--- src/hw/rtl/lmsb_pkg.sv ---
// Shared types, constants and address helpers for the LED matrix shadow buffer.
`timescale 1ns / 1ps
`default_nettype none

package lmsb_pkg;

    localparam int MODULES         = 4;
    localparam int COLS_PER_MODULE = 8;
    localparam int TOTAL_COLS      = MODULES * COLS_PER_MODULE;
    localparam int ADDR_W          = $clog2(TOTAL_COLS);
    localparam int IN_W            = 24;
    localparam int OUT_W           = 24;

    typedef logic [ADDR_W-1:0] addr_t;

    typedef enum logic [1:0]
    {
        KIND_SET_PIXEL,
        KIND_SET_ROW,
        KIND_CLEAR,
        KIND_FLUSH
    } kind_t;

    typedef enum logic [1:0]
    {
        ST_IDLE,
        ST_WRITE,
        ST_SCAN,
        ST_END
    } state_t;

    typedef struct packed
    {
        kind_t      op;
        logic [2:0] row;
        logic       bit_on;
    } col_req_t;

    typedef struct packed
    {
        logic [7:0] work_next;
        logic [7:0] mask;
        logic       differs;
    } col_res_t;

    typedef struct packed
    {
        logic       work_we;
        logic       shown_we;
        logic [7:0] work_wdata;
    } frame_wr_t;

    function automatic addr_t col_addr(input logic [1:0] module_sel, input logic [2:0] col_sel);
        logic [31:0] w;
        w = 32'(module_sel) * 32'(COLS_PER_MODULE) + 32'(col_sel);
        return w[ADDR_W-1:0];
    endfunction

    function automatic logic [1:0] col_module(input addr_t a);
        logic [31:0] w;
        w = 32'(a);
        return w[4:3];
    endfunction

    function automatic logic [2:0] col_index(input addr_t a);
        logic [31:0] w;
        w = 32'(a);
        return w[2:0];
    endfunction

endpackage

`default_nettype wire

--- src/hw/rtl/lmsb_frames.sv ---
// Working and shown frame storage, one column address shared by both frames.
`timescale 1ns / 1ps
`default_nettype none

module lmsb_frames
(
    input  wire                 clk,
    input  wire                 rst_n,
    input  lmsb_pkg::addr_t     addr,
    input  lmsb_pkg::frame_wr_t wr,
    output logic [7:0]          work_rdata,
    output logic [7:0]          shown_rdata
);

    logic [7:0] work_reg  [lmsb_pkg::TOTAL_COLS];
    logic [7:0] shown_reg [lmsb_pkg::TOTAL_COLS];

    assign work_rdata  = work_reg[addr];
    assign shown_rdata = shown_reg[addr];

    always_ff @(posedge clk or negedge rst_n)
    begin
        if (!rst_n)
        begin
            for (int i = 0; i < lmsb_pkg::TOTAL_COLS; i++)
            begin
                work_reg[i]  <= 8'h00;
                shown_reg[i] <= 8'h00;
            end
        end
        else
        begin
            if (wr.work_we)
            begin
                work_reg[addr] <= wr.work_wdata;
            end
            // shown frame takes the current working column
            if (wr.shown_we)
            begin
                shown_reg[addr] <= work_reg[addr];
            end
        end
    end

endmodule

`default_nettype wire

--- src/hw/rtl/lmsb_col_unit.sv ---
// Shared column unit: read-modify-write of one column byte and diff against shown.
`timescale 1ns / 1ps
`default_nettype none

module lmsb_col_unit
(
    input  lmsb_pkg::col_req_t req,
    input  wire [7:0]          cur,
    input  wire [7:0]          prev,
    output lmsb_pkg::col_res_t res
);

    logic [7:0] rbit;

    assign rbit = 8'(1) << req.row;

    always_comb
    begin
        case (req.op)
            lmsb_pkg::KIND_SET_PIXEL,
            lmsb_pkg::KIND_SET_ROW:
            begin
                res.work_next = req.bit_on ? (cur | rbit) : (cur & ~rbit);
            end
            lmsb_pkg::KIND_CLEAR:
            begin
                res.work_next = 8'h00;
            end
            default:
            begin
                res.work_next = cur;
            end
        endcase
        res.mask    = cur ^ prev;
        res.differs = |(cur ^ prev);
    end

endmodule

`default_nettype wire

--- src/hw/rtl/lmsb_ctrl.sv ---
// Sequencer: item capture, column stepping, pending result and output register.
`timescale 1ns / 1ps
`default_nettype none

module lmsb_ctrl
(
    input  wire                       clk,
    input  wire                       rst_n,
    input  wire                       s_tvalid,
    output logic                      s_tready,
    input  wire [lmsb_pkg::IN_W-1:0]  s_tdata,
    input  wire [1:0]                 s_tuser,
    output logic                      m_tvalid,
    input  wire                       m_tready,
    output logic [lmsb_pkg::OUT_W-1:0] m_tdata,
    output logic                      m_tlast,
    output lmsb_pkg::addr_t           addr,
    output lmsb_pkg::col_req_t        req,
    output lmsb_pkg::frame_wr_t       wr,
    input  lmsb_pkg::col_res_t        res,
    input  wire [7:0]                 work_rdata
);

    lmsb_pkg::state_t state_reg, state_next;
    lmsb_pkg::kind_t  kind_reg;
    lmsb_pkg::kind_t  in_kind;
    logic [1:0]       mod_reg;
    logic [2:0]       row_reg;
    logic [2:0]       col_reg;
    logic             pixel_reg;
    logic [7:0]       bits_reg;
    lmsb_pkg::addr_t  cnt_reg;

    logic             pend_valid_reg;
    lmsb_pkg::addr_t  pend_addr_reg;
    logic [7:0]       pend_mask_reg;
    logic [7:0]       pend_bits_reg;

    logic                       out_valid_reg;
    logic [lmsb_pkg::OUT_W-1:0] out_data_reg;
    logic                       out_last_reg;

    logic accept;
    logic mod_ok;
    logic write_last;
    logic scan_last;
    logic out_free;
    logic scan_stall;
    logic push_pend;
    logic push_last;
    logic take_new;

    assign s_tready = (state_reg == lmsb_pkg::ST_IDLE);
    assign accept   = s_tvalid && s_tready;
    assign in_kind  = lmsb_pkg::kind_t'(s_tuser);
    assign mod_ok   = int'(s_tdata[1:0]) < lmsb_pkg::MODULES;

    assign m_tvalid = out_valid_reg;
    assign m_tdata  = out_data_reg;
    assign m_tlast  = out_last_reg;

    assign addr = (state_reg == lmsb_pkg::ST_SCAN) ? cnt_reg :
                  (kind_reg == lmsb_pkg::KIND_SET_PIXEL) ?
                      lmsb_pkg::col_addr(mod_reg, col_reg) :
                      lmsb_pkg::col_addr(mod_reg, cnt_reg[2:0]);

    assign req.op     = (state_reg == lmsb_pkg::ST_SCAN) ? lmsb_pkg::KIND_FLUSH : kind_reg;
    assign req.row    = row_reg;
    assign req.bit_on = (kind_reg == lmsb_pkg::KIND_SET_PIXEL) ? pixel_reg
                                                               : bits_reg[cnt_reg[2:0]];

    assign write_last = (kind_reg == lmsb_pkg::KIND_SET_PIXEL) || (cnt_reg[2:0] == 3'd7);
    assign scan_last  = (cnt_reg == lmsb_pkg::ADDR_W'(lmsb_pkg::TOTAL_COLS - 1));
    assign out_free   = !out_valid_reg || m_tready;
    // a new diff needs the pending slot, which can only drain into a free output
    assign scan_stall = res.differs && pend_valid_reg && !out_free;

    always_comb
    begin
        state_next = state_reg;
        case (state_reg)
            lmsb_pkg::ST_IDLE:
            begin
                if (accept)
                begin
                    if (in_kind == lmsb_pkg::KIND_FLUSH)
                    begin
                        state_next = lmsb_pkg::ST_SCAN;
                    end
                    else if (mod_ok)
                    begin
                        state_next = lmsb_pkg::ST_WRITE;
                    end
                end
            end
            lmsb_pkg::ST_WRITE:
            begin
                if (write_last)
                begin
                    state_next = lmsb_pkg::ST_IDLE;
                end
            end
            lmsb_pkg::ST_SCAN:
            begin
                if (!scan_stall && scan_last)
                begin
                    state_next = lmsb_pkg::ST_END;
                end
            end
            lmsb_pkg::ST_END:
            begin
                if (!pend_valid_reg || out_free)
                begin
                    state_next = lmsb_pkg::ST_IDLE;
                end
            end
            default:
            begin
                state_next = lmsb_pkg::ST_IDLE;
            end
        endcase
    end

    always_comb
    begin
        wr.work_we    = 1'b0;
        wr.shown_we   = 1'b0;
        wr.work_wdata = res.work_next;
        push_pend     = 1'b0;
        push_last     = 1'b0;
        case (state_reg)
            lmsb_pkg::ST_WRITE:
            begin
                wr.work_we = 1'b1;
            end
            lmsb_pkg::ST_SCAN:
            begin
                wr.shown_we = res.differs && !scan_stall;
                push_pend   = res.differs && !scan_stall && pend_valid_reg;
            end
            lmsb_pkg::ST_END:
            begin
                push_pend = pend_valid_reg && out_free;
                push_last = 1'b1;
            end
            default:
            begin
            end
        endcase
    end

    assign take_new = wr.shown_we;

    always_ff @(posedge clk or negedge rst_n)
    begin
        if (!rst_n)
        begin
            state_reg      <= lmsb_pkg::ST_IDLE;
            cnt_reg        <= '0;
            pend_valid_reg <= 1'b0;
            out_valid_reg  <= 1'b0;
        end
        else
        begin
            state_reg <= state_next;
            if (accept)
            begin
                cnt_reg <= '0;
            end
            else if (state_reg == lmsb_pkg::ST_WRITE ||
                     (state_reg == lmsb_pkg::ST_SCAN && !scan_stall))
            begin
                cnt_reg <= cnt_reg + lmsb_pkg::ADDR_W'(1);
            end
            if (take_new)
            begin
                pend_valid_reg <= 1'b1;
            end
            else if (push_pend)
            begin
                pend_valid_reg <= 1'b0;
            end
            if (push_pend)
            begin
                out_valid_reg <= 1'b1;
            end
            else if (m_tready)
            begin
                out_valid_reg <= 1'b0;
            end
        end
    end

    always_ff @(posedge clk)
    begin
        if (accept)
        begin
            kind_reg  <= in_kind;
            mod_reg   <= s_tdata[1:0];
            row_reg   <= s_tdata[4:2];
            col_reg   <= s_tdata[7:5];
            pixel_reg <= s_tdata[8];
            bits_reg  <= s_tdata[16:9];
        end
        if (take_new)
        begin
            pend_addr_reg <= cnt_reg;
            pend_mask_reg <= res.mask;
            pend_bits_reg <= work_rdata;
        end
        if (push_pend)
        begin
            out_data_reg <= {3'b000, pend_bits_reg, pend_mask_reg,
                             lmsb_pkg::col_index(pend_addr_reg),
                             lmsb_pkg::col_module(pend_addr_reg)};
            out_last_reg <= push_last;
        end
    end

    a_idle_no_pending: assert property (@(posedge clk) disable iff (!rst_n)
        s_tready |-> !pend_valid_reg)
        else $error("pending result left over when idle");

    a_pending_in_flush: assert property (@(posedge clk) disable iff (!rst_n)
        pend_valid_reg |-> (state_reg == lmsb_pkg::ST_SCAN || state_reg == lmsb_pkg::ST_END))
        else $error("pending result outside a flush");

    a_work_write_only_in_write: assert property (@(posedge clk) disable iff (!rst_n)
        (state_reg != lmsb_pkg::ST_WRITE) |-> !wr.work_we)
        else $error("working frame written outside a write item");

    a_stall_holds_column: assert property (@(posedge clk) disable iff (!rst_n)
        (state_reg == lmsb_pkg::ST_SCAN && scan_stall) |=> $stable(cnt_reg))
        else $error("scan advanced while stalled");

endmodule

`default_nettype wire

--- src/hw/rtl/led_matrix_shadow_buffer_diff.sv ---
// LED matrix shadow buffer with change extraction: top level.
//
// Input stream (s_*): one item per transfer. s_tuser carries the kind:
// set pixel, set row, clear module or flush. Set pixel is accepted, then
// done in one read-modify-write step; set row and clear module are accepted,
// then take one step per column of the module. A flush walks every column
// of the frame through the one shared column unit, one column a cycle while
// the output does not stall. s_tready is high only while no item is in work.
// Output stream (m_*): one transfer per column that differs from the shown
// frame, in ascending column order, with m_tlast on the final one of the
// flush. A flush with no changes produces no transfer. Each result waits in a
// pending slot until the next changed column or the end of the scan decides
// tlast, then is passed on through the output register.
// When the receiver stalls, the scan halts at the next changed column until
// the output register drains.
// Reset clears both frames, the sequencer and the output register.
`timescale 1ns / 1ps
`default_nettype none

module led_matrix_shadow_buffer_diff
(
    input  wire                        clk,
    input  wire                        rst_n,
    input  wire                        s_tvalid,
    output logic                       s_tready,
    // [1:0] module_req, [4:2] row, [7:5] col, [8] pixel_on, [16:9] row_bits, zero fill
    input  wire [lmsb_pkg::IN_W-1:0]   s_tdata,
    // [1:0] kind
    input  wire [1:0]                  s_tuser,
    output logic                       m_tvalid,
    input  wire                        m_tready,
    // [1:0] out_module, [4:2] out_col, [12:5] change_mask, [20:13] column_bits, zero fill
    output logic [lmsb_pkg::OUT_W-1:0] m_tdata,
    output logic                       m_tlast
);

    lmsb_pkg::addr_t     addr;
    lmsb_pkg::col_req_t  req;
    lmsb_pkg::col_res_t  res;
    lmsb_pkg::frame_wr_t wr;
    logic [7:0]          work_rdata;
    logic [7:0]          shown_rdata;

    lmsb_frames u_frames
    (
        .clk         (clk),
        .rst_n       (rst_n),
        .addr        (addr),
        .wr          (wr),
        .work_rdata  (work_rdata),
        .shown_rdata (shown_rdata)
    );

    lmsb_col_unit u_col_unit
    (
        .req  (req),
        .cur  (work_rdata),
        .prev (shown_rdata),
        .res  (res)
    );

    lmsb_ctrl u_ctrl
    (
        .clk        (clk),
        .rst_n      (rst_n),
        .s_tvalid   (s_tvalid),
        .s_tready   (s_tready),
        .s_tdata    (s_tdata),
        .s_tuser    (s_tuser),
        .m_tvalid   (m_tvalid),
        .m_tready   (m_tready),
        .m_tdata    (m_tdata),
        .m_tlast    (m_tlast),
        .addr       (addr),
        .req        (req),
        .wr         (wr),
        .res        (res),
        .work_rdata (work_rdata)
    );

endmodule

`default_nettype wire

--- config.mk ---
export PLATFORM = sky130hd
export DESIGN_NAME = led_matrix_shadow_buffer_diff
export DESIGN_NICKNAME = d
export VERILOG_FILES = /design/src/hw/rtl/lmsb_pkg.sv /design/src/hw/rtl/lmsb_frames.sv /design/src/hw/rtl/lmsb_col_unit.sv /design/src/hw/rtl/lmsb_ctrl.sv /design/src/hw/rtl/led_matrix_shadow_buffer_diff.sv
export SDC_FILE = /design/constraint.sdc
export NUM_CORES = 1
export LEC_CHECK = 0
export BUFFER_PORTS_ARGS = -buffer_cell sky130_fd_sc_hd__buf_2
export CORE_ASPECT_RATIO = 1.1
export CORE_MARGIN = 1
export CORE_UTILIZATION = 50
export CTS_CLUSTER_SIZE = 24
export DETAILED_ROUTE_END_ITERATION = 16
export GPL_ROUTABILITY_DRIVEN = 0
export GPL_TIMING_DRIVEN = 0
export PLACE_DENSITY = 0.74
export SETUP_SLACK_MARGIN = 0.1
export SYNTH_ARGS = -nofsm -noshare
export SYNTH_HDL_FRONTEND = slang
export SYNTH_HIERARCHICAL = 1
export SYNTH_SLANG_ARGS = --single-unit
--- constraint.sdc ---
create_clock -name clk -period 14.15 [get_ports clk]
set_input_delay 1.415 -clock clk [delete_from_list [all_inputs] [get_ports clk]]
set_output_delay 1.415 -clock clk [all_outputs]
set_load 0.005 [all_outputs]
==> results_dict.tcl <==
set metrics [dict create \
    drive_gt1_share_pct 43.5 \
    initial_utilization_pct 50.6 \
    ant_nets 0 \
    fin_skew_ns 0.0170 \
    cts_tree "yes" \
    endpoint_kind "register" \
    nets 2214 \
    fp.dieArea_um2 60200 \
    finalCritPeriodShare_pct 47.0 \
    cts_buffers 58 \
    die_x_um 234 \
    cpMaxStageDelayCell "and3_2" \
    synth-async-reset-ratio_pct 89.4 \
    overflow 0 \
    final_area_um2 32900 \
    rsz0062_at_grt "no" \
    hp-start "u_ctrl/pend_addr_reg[0]" \
    seq_area_um2 14900 \
    drc 0 \
    synth-seq-cells 583 \
    path_delay_family "simple AND/OR/NAND/NOR gates" \
    r2r-start "u_ctrl/state_reg[0]" \
    grt_pass1_wl_um 123000 \
    path_buf_inv 8 \
    status "completed" \
    finalSetupTns_ns 0 \
    via_per_inst 6.22 \
    totalPowerFinal_mw 5.94 \
    drt_iter0_drc 1677 \
    grt_pass1_vias 19300 \
    grt_max_degree 128 \
    diodes 0 \
    hold_class "register to register" \
    holdWs_ns 0.413 \
    cts_resized 0 \
    worstPathArrival_ns 7.21 \
    worstPathRequired_ns 14.71 \
    final_util_pct 56.3 \
    max_freq_mhz 150 \
    syn_to_final_growth_pct 11.3 \
    synth-edff-count 62 \
    maxCapViolations 0 \
    cts_setup_buffers 0 \
    leakage_nw 14.6 \
    ys_warn_count 6 \
    reg2reg_depth 22 \
    cp-startpoint "u_ctrl/state_reg[0]" \
    crit_path_end "u_frames/shown_reg[62]" \
    ioPinCount 57 \
    crit_fanout 22 \
    dpl.hpwl_um 55800 \
    yosysMostFrequentCell "dfrtp_1" \
    gr-usage-all-layers_pct 27.4 \
    tightest_slew_ns 1.29 \
    synth_cells 2069 \
    crit_top_cell "buf_4" \
    synth_area_leaders "dfrtp_1 (44%), a31oi_2 (9.8%), mux2_2 (6.8%), edfxtp_1 (6.3%), mux4_2 (4.9%)" \
    dr.pass1.iters 6 \
    fill_cells 4597 \
    setup.worst_path.start_class "register" \
    report.final.slew_viol_count 0 \
    wl_per_cell_um 27.0 \
    via_count 18600 \
    path_cells "buf_4 > or2b_1 > nand2_1 > mux2_2 > buf_6 > buf_4 > buf_2 > buf_2 > mux4_2 > a22oi_1 > nand4_1 > xor2_1 > nor4_1 > nand2_1 > and3_2 > buf_4 > or3b_1 > buf_6 > nor2_2 > buf_4 > nor2_1 > a31oi_2" \
    place_ws_ns 7.58 \
    ir_drop_mv 0.108 \
    relSlewSlack_pct 14.1 \
    dieHeight_um 257 \
    clk-insertion-delay-late_ns 0.63 \
    yosysSeqAreaShare_pct 50.3 \
    rows 93 \
    numClockSinks 583 \
    root_buffer "clkbuf_16" \
    synth_cell_types 69 \
    cts-htree-levels 2 \
    finalNonFillerCells 2991 \
    cp.depth 22 \
    synth_flop_cell "dfrtp_1" \
    power.density_nw_per_um2 180 \
    period_needed_ns 6.65 \
    netlist_area_um2 29600 \
    grt_antenna_before_repair 0 \
    core-area_um2 58500 \
    r2r-end "u_frames/shown_reg[62]" \
    synth_top_area_share_pct 44.0 \
    slowest_delay_ns 0.54 \
    regToRegSetupSlack_ns 7.50 \
    routed_wl_um 80800 \
    dpl-instance-area_um2 30900 \
    hold_buffers 0 \
    multi_input_area_um2 13100 \
    cts.clk_slew.worst_paths_ns 0.06 \
    port_buffers 46 \
    yosysTopAreaCell "dfrtp_1" \
    syn_area_per_cell_um2 14.3 \
    setup_ws_ns 7.50 \
    setup_viol 0 \
    dpl.cell_count 2881 \
    synth_commonest_cells "dfrtp_1 (521), nor2_1 (262), a31oi_2 (232)" \
    hold_viol_final 0 \
    cts_max_path_buffers 3 \
    worst-setup-path-type "register to register" \
]
[where the power goes]
group / leakage (nW) / internal (mW) / total, mW / switching (mW)
sequential: 7.82 / 2.07 / 2.25 / 0.182
combinational: 5.79 / 0.815 / 2.07 / 1.26
clock: 1.00 / 0.956 / 1.62 / 0.659
total: 14.6 / 3.84 / 5.94 / 2.10
[worst register-to-register path, stage by stage, from the launching register on]
cell	delay [ns]
dfrtp_1	0.37
buf_4	0.17
or2b_1	0.29
nand2_1	0.15
mux2_2	0.27
buf_6	0.17
buf_4	0.22
buf_2	0.34
buf_2	0.51
mux4_2	0.45
a22oi_1	0.41
nand4_1	0.30
xor2_1	0.31
nor4_1	0.09
nand2_1	0.16
and3_2	0.54
buf_4	0.29
or3b_1	0.38
buf_6	0.20
nor2_2	0.41
buf_4	0.34
nor2_1	0.09
a31oi_2	0.14
[worst min path at each step]
stage                                     to  cells after the start
after floorplan            u_ctrl/m_tdata[0]                      0
after global placement     u_ctrl/m_tdata[2]                      0
after detailed placement  u_ctrl/m_tdata[15]                      0
after CTS                  u_ctrl/m_tdata[6]                      0
after global routing       u_ctrl/m_tdata[7]                      0
final                      u_ctrl/m_tdata[2]                      0
[routing by layer]
layer	share of wire, %	global-route usage, %
met5	0	0
met4	4.4	12.3
met3	6.8	5.39
met2	48	43.6
met1	41	36.3
[layout make-up]
type | instances | area share, %
Buffer | 184 | 4.84
Timing Repair Buffer | 50 | 1.06
Multi-Input combinational cell | 1303 | 39.8
Clock inverter | 21 | 0.642
Inverter | 1 | 0.0114
Tap cell | 760 | 2.89
Clock buffer | 89 | 5.53
Sequential cell | 583 | 45.2
[cells in the final DEF (no fill, tap or decap), types with 4 or more instances in the layout]
cell type	n
dfrtp_1	521
nor2_1	262
a31oi_2	232
mux2_2	180
mux2i_1	144
buf_6	83
buf_2	76
mux4_2	65
mux2_4	64
edfxtp_1	62
clkbuf_16	61
o22ai_1	41
clkbuf_1	35
nand2_1	35
buf_4	32
a22oi_1	32
a31oi_1	24
o22ai_2	23
nor2_4	22
nor2_8	20
clkbuf_8	19
nor4_4	16
nor2_2	15
mux2_1	15
clkinv_2	9
xor2_1	9
nand4_1	9
o21ai_0	7
nand3b_1	6
nor3b_1	5
nand4bb_1	5
buf_12	5
nand3b_4	5
nand2_2	5
bufinv_16	4
clkinv_1	4
buf_8	4
nand4b_1	4
or3b_1	4
buf_16	4
[logic make-up (layout without fill, tap and decap cells)]
family / Yosys count / count (layout) / synth area share (%)
DFF: 583 / 583 / 50.3
buffers and inverters: 185 / 345 / 5.40
xor gates and xnor gates: 9 / 9 / 0.266
muxes: 468 / 468 / 20.5
and+or+nand+nor: 451 / 451 / 10.0
other: 1 / 3 / 0.0127
adders and majority gates: 3 / 3 / 0.127
AOI/OAI and AO/OA: 369 / 369 / 13.4
No activity file was read; power rests on OpenSTA's default activity.
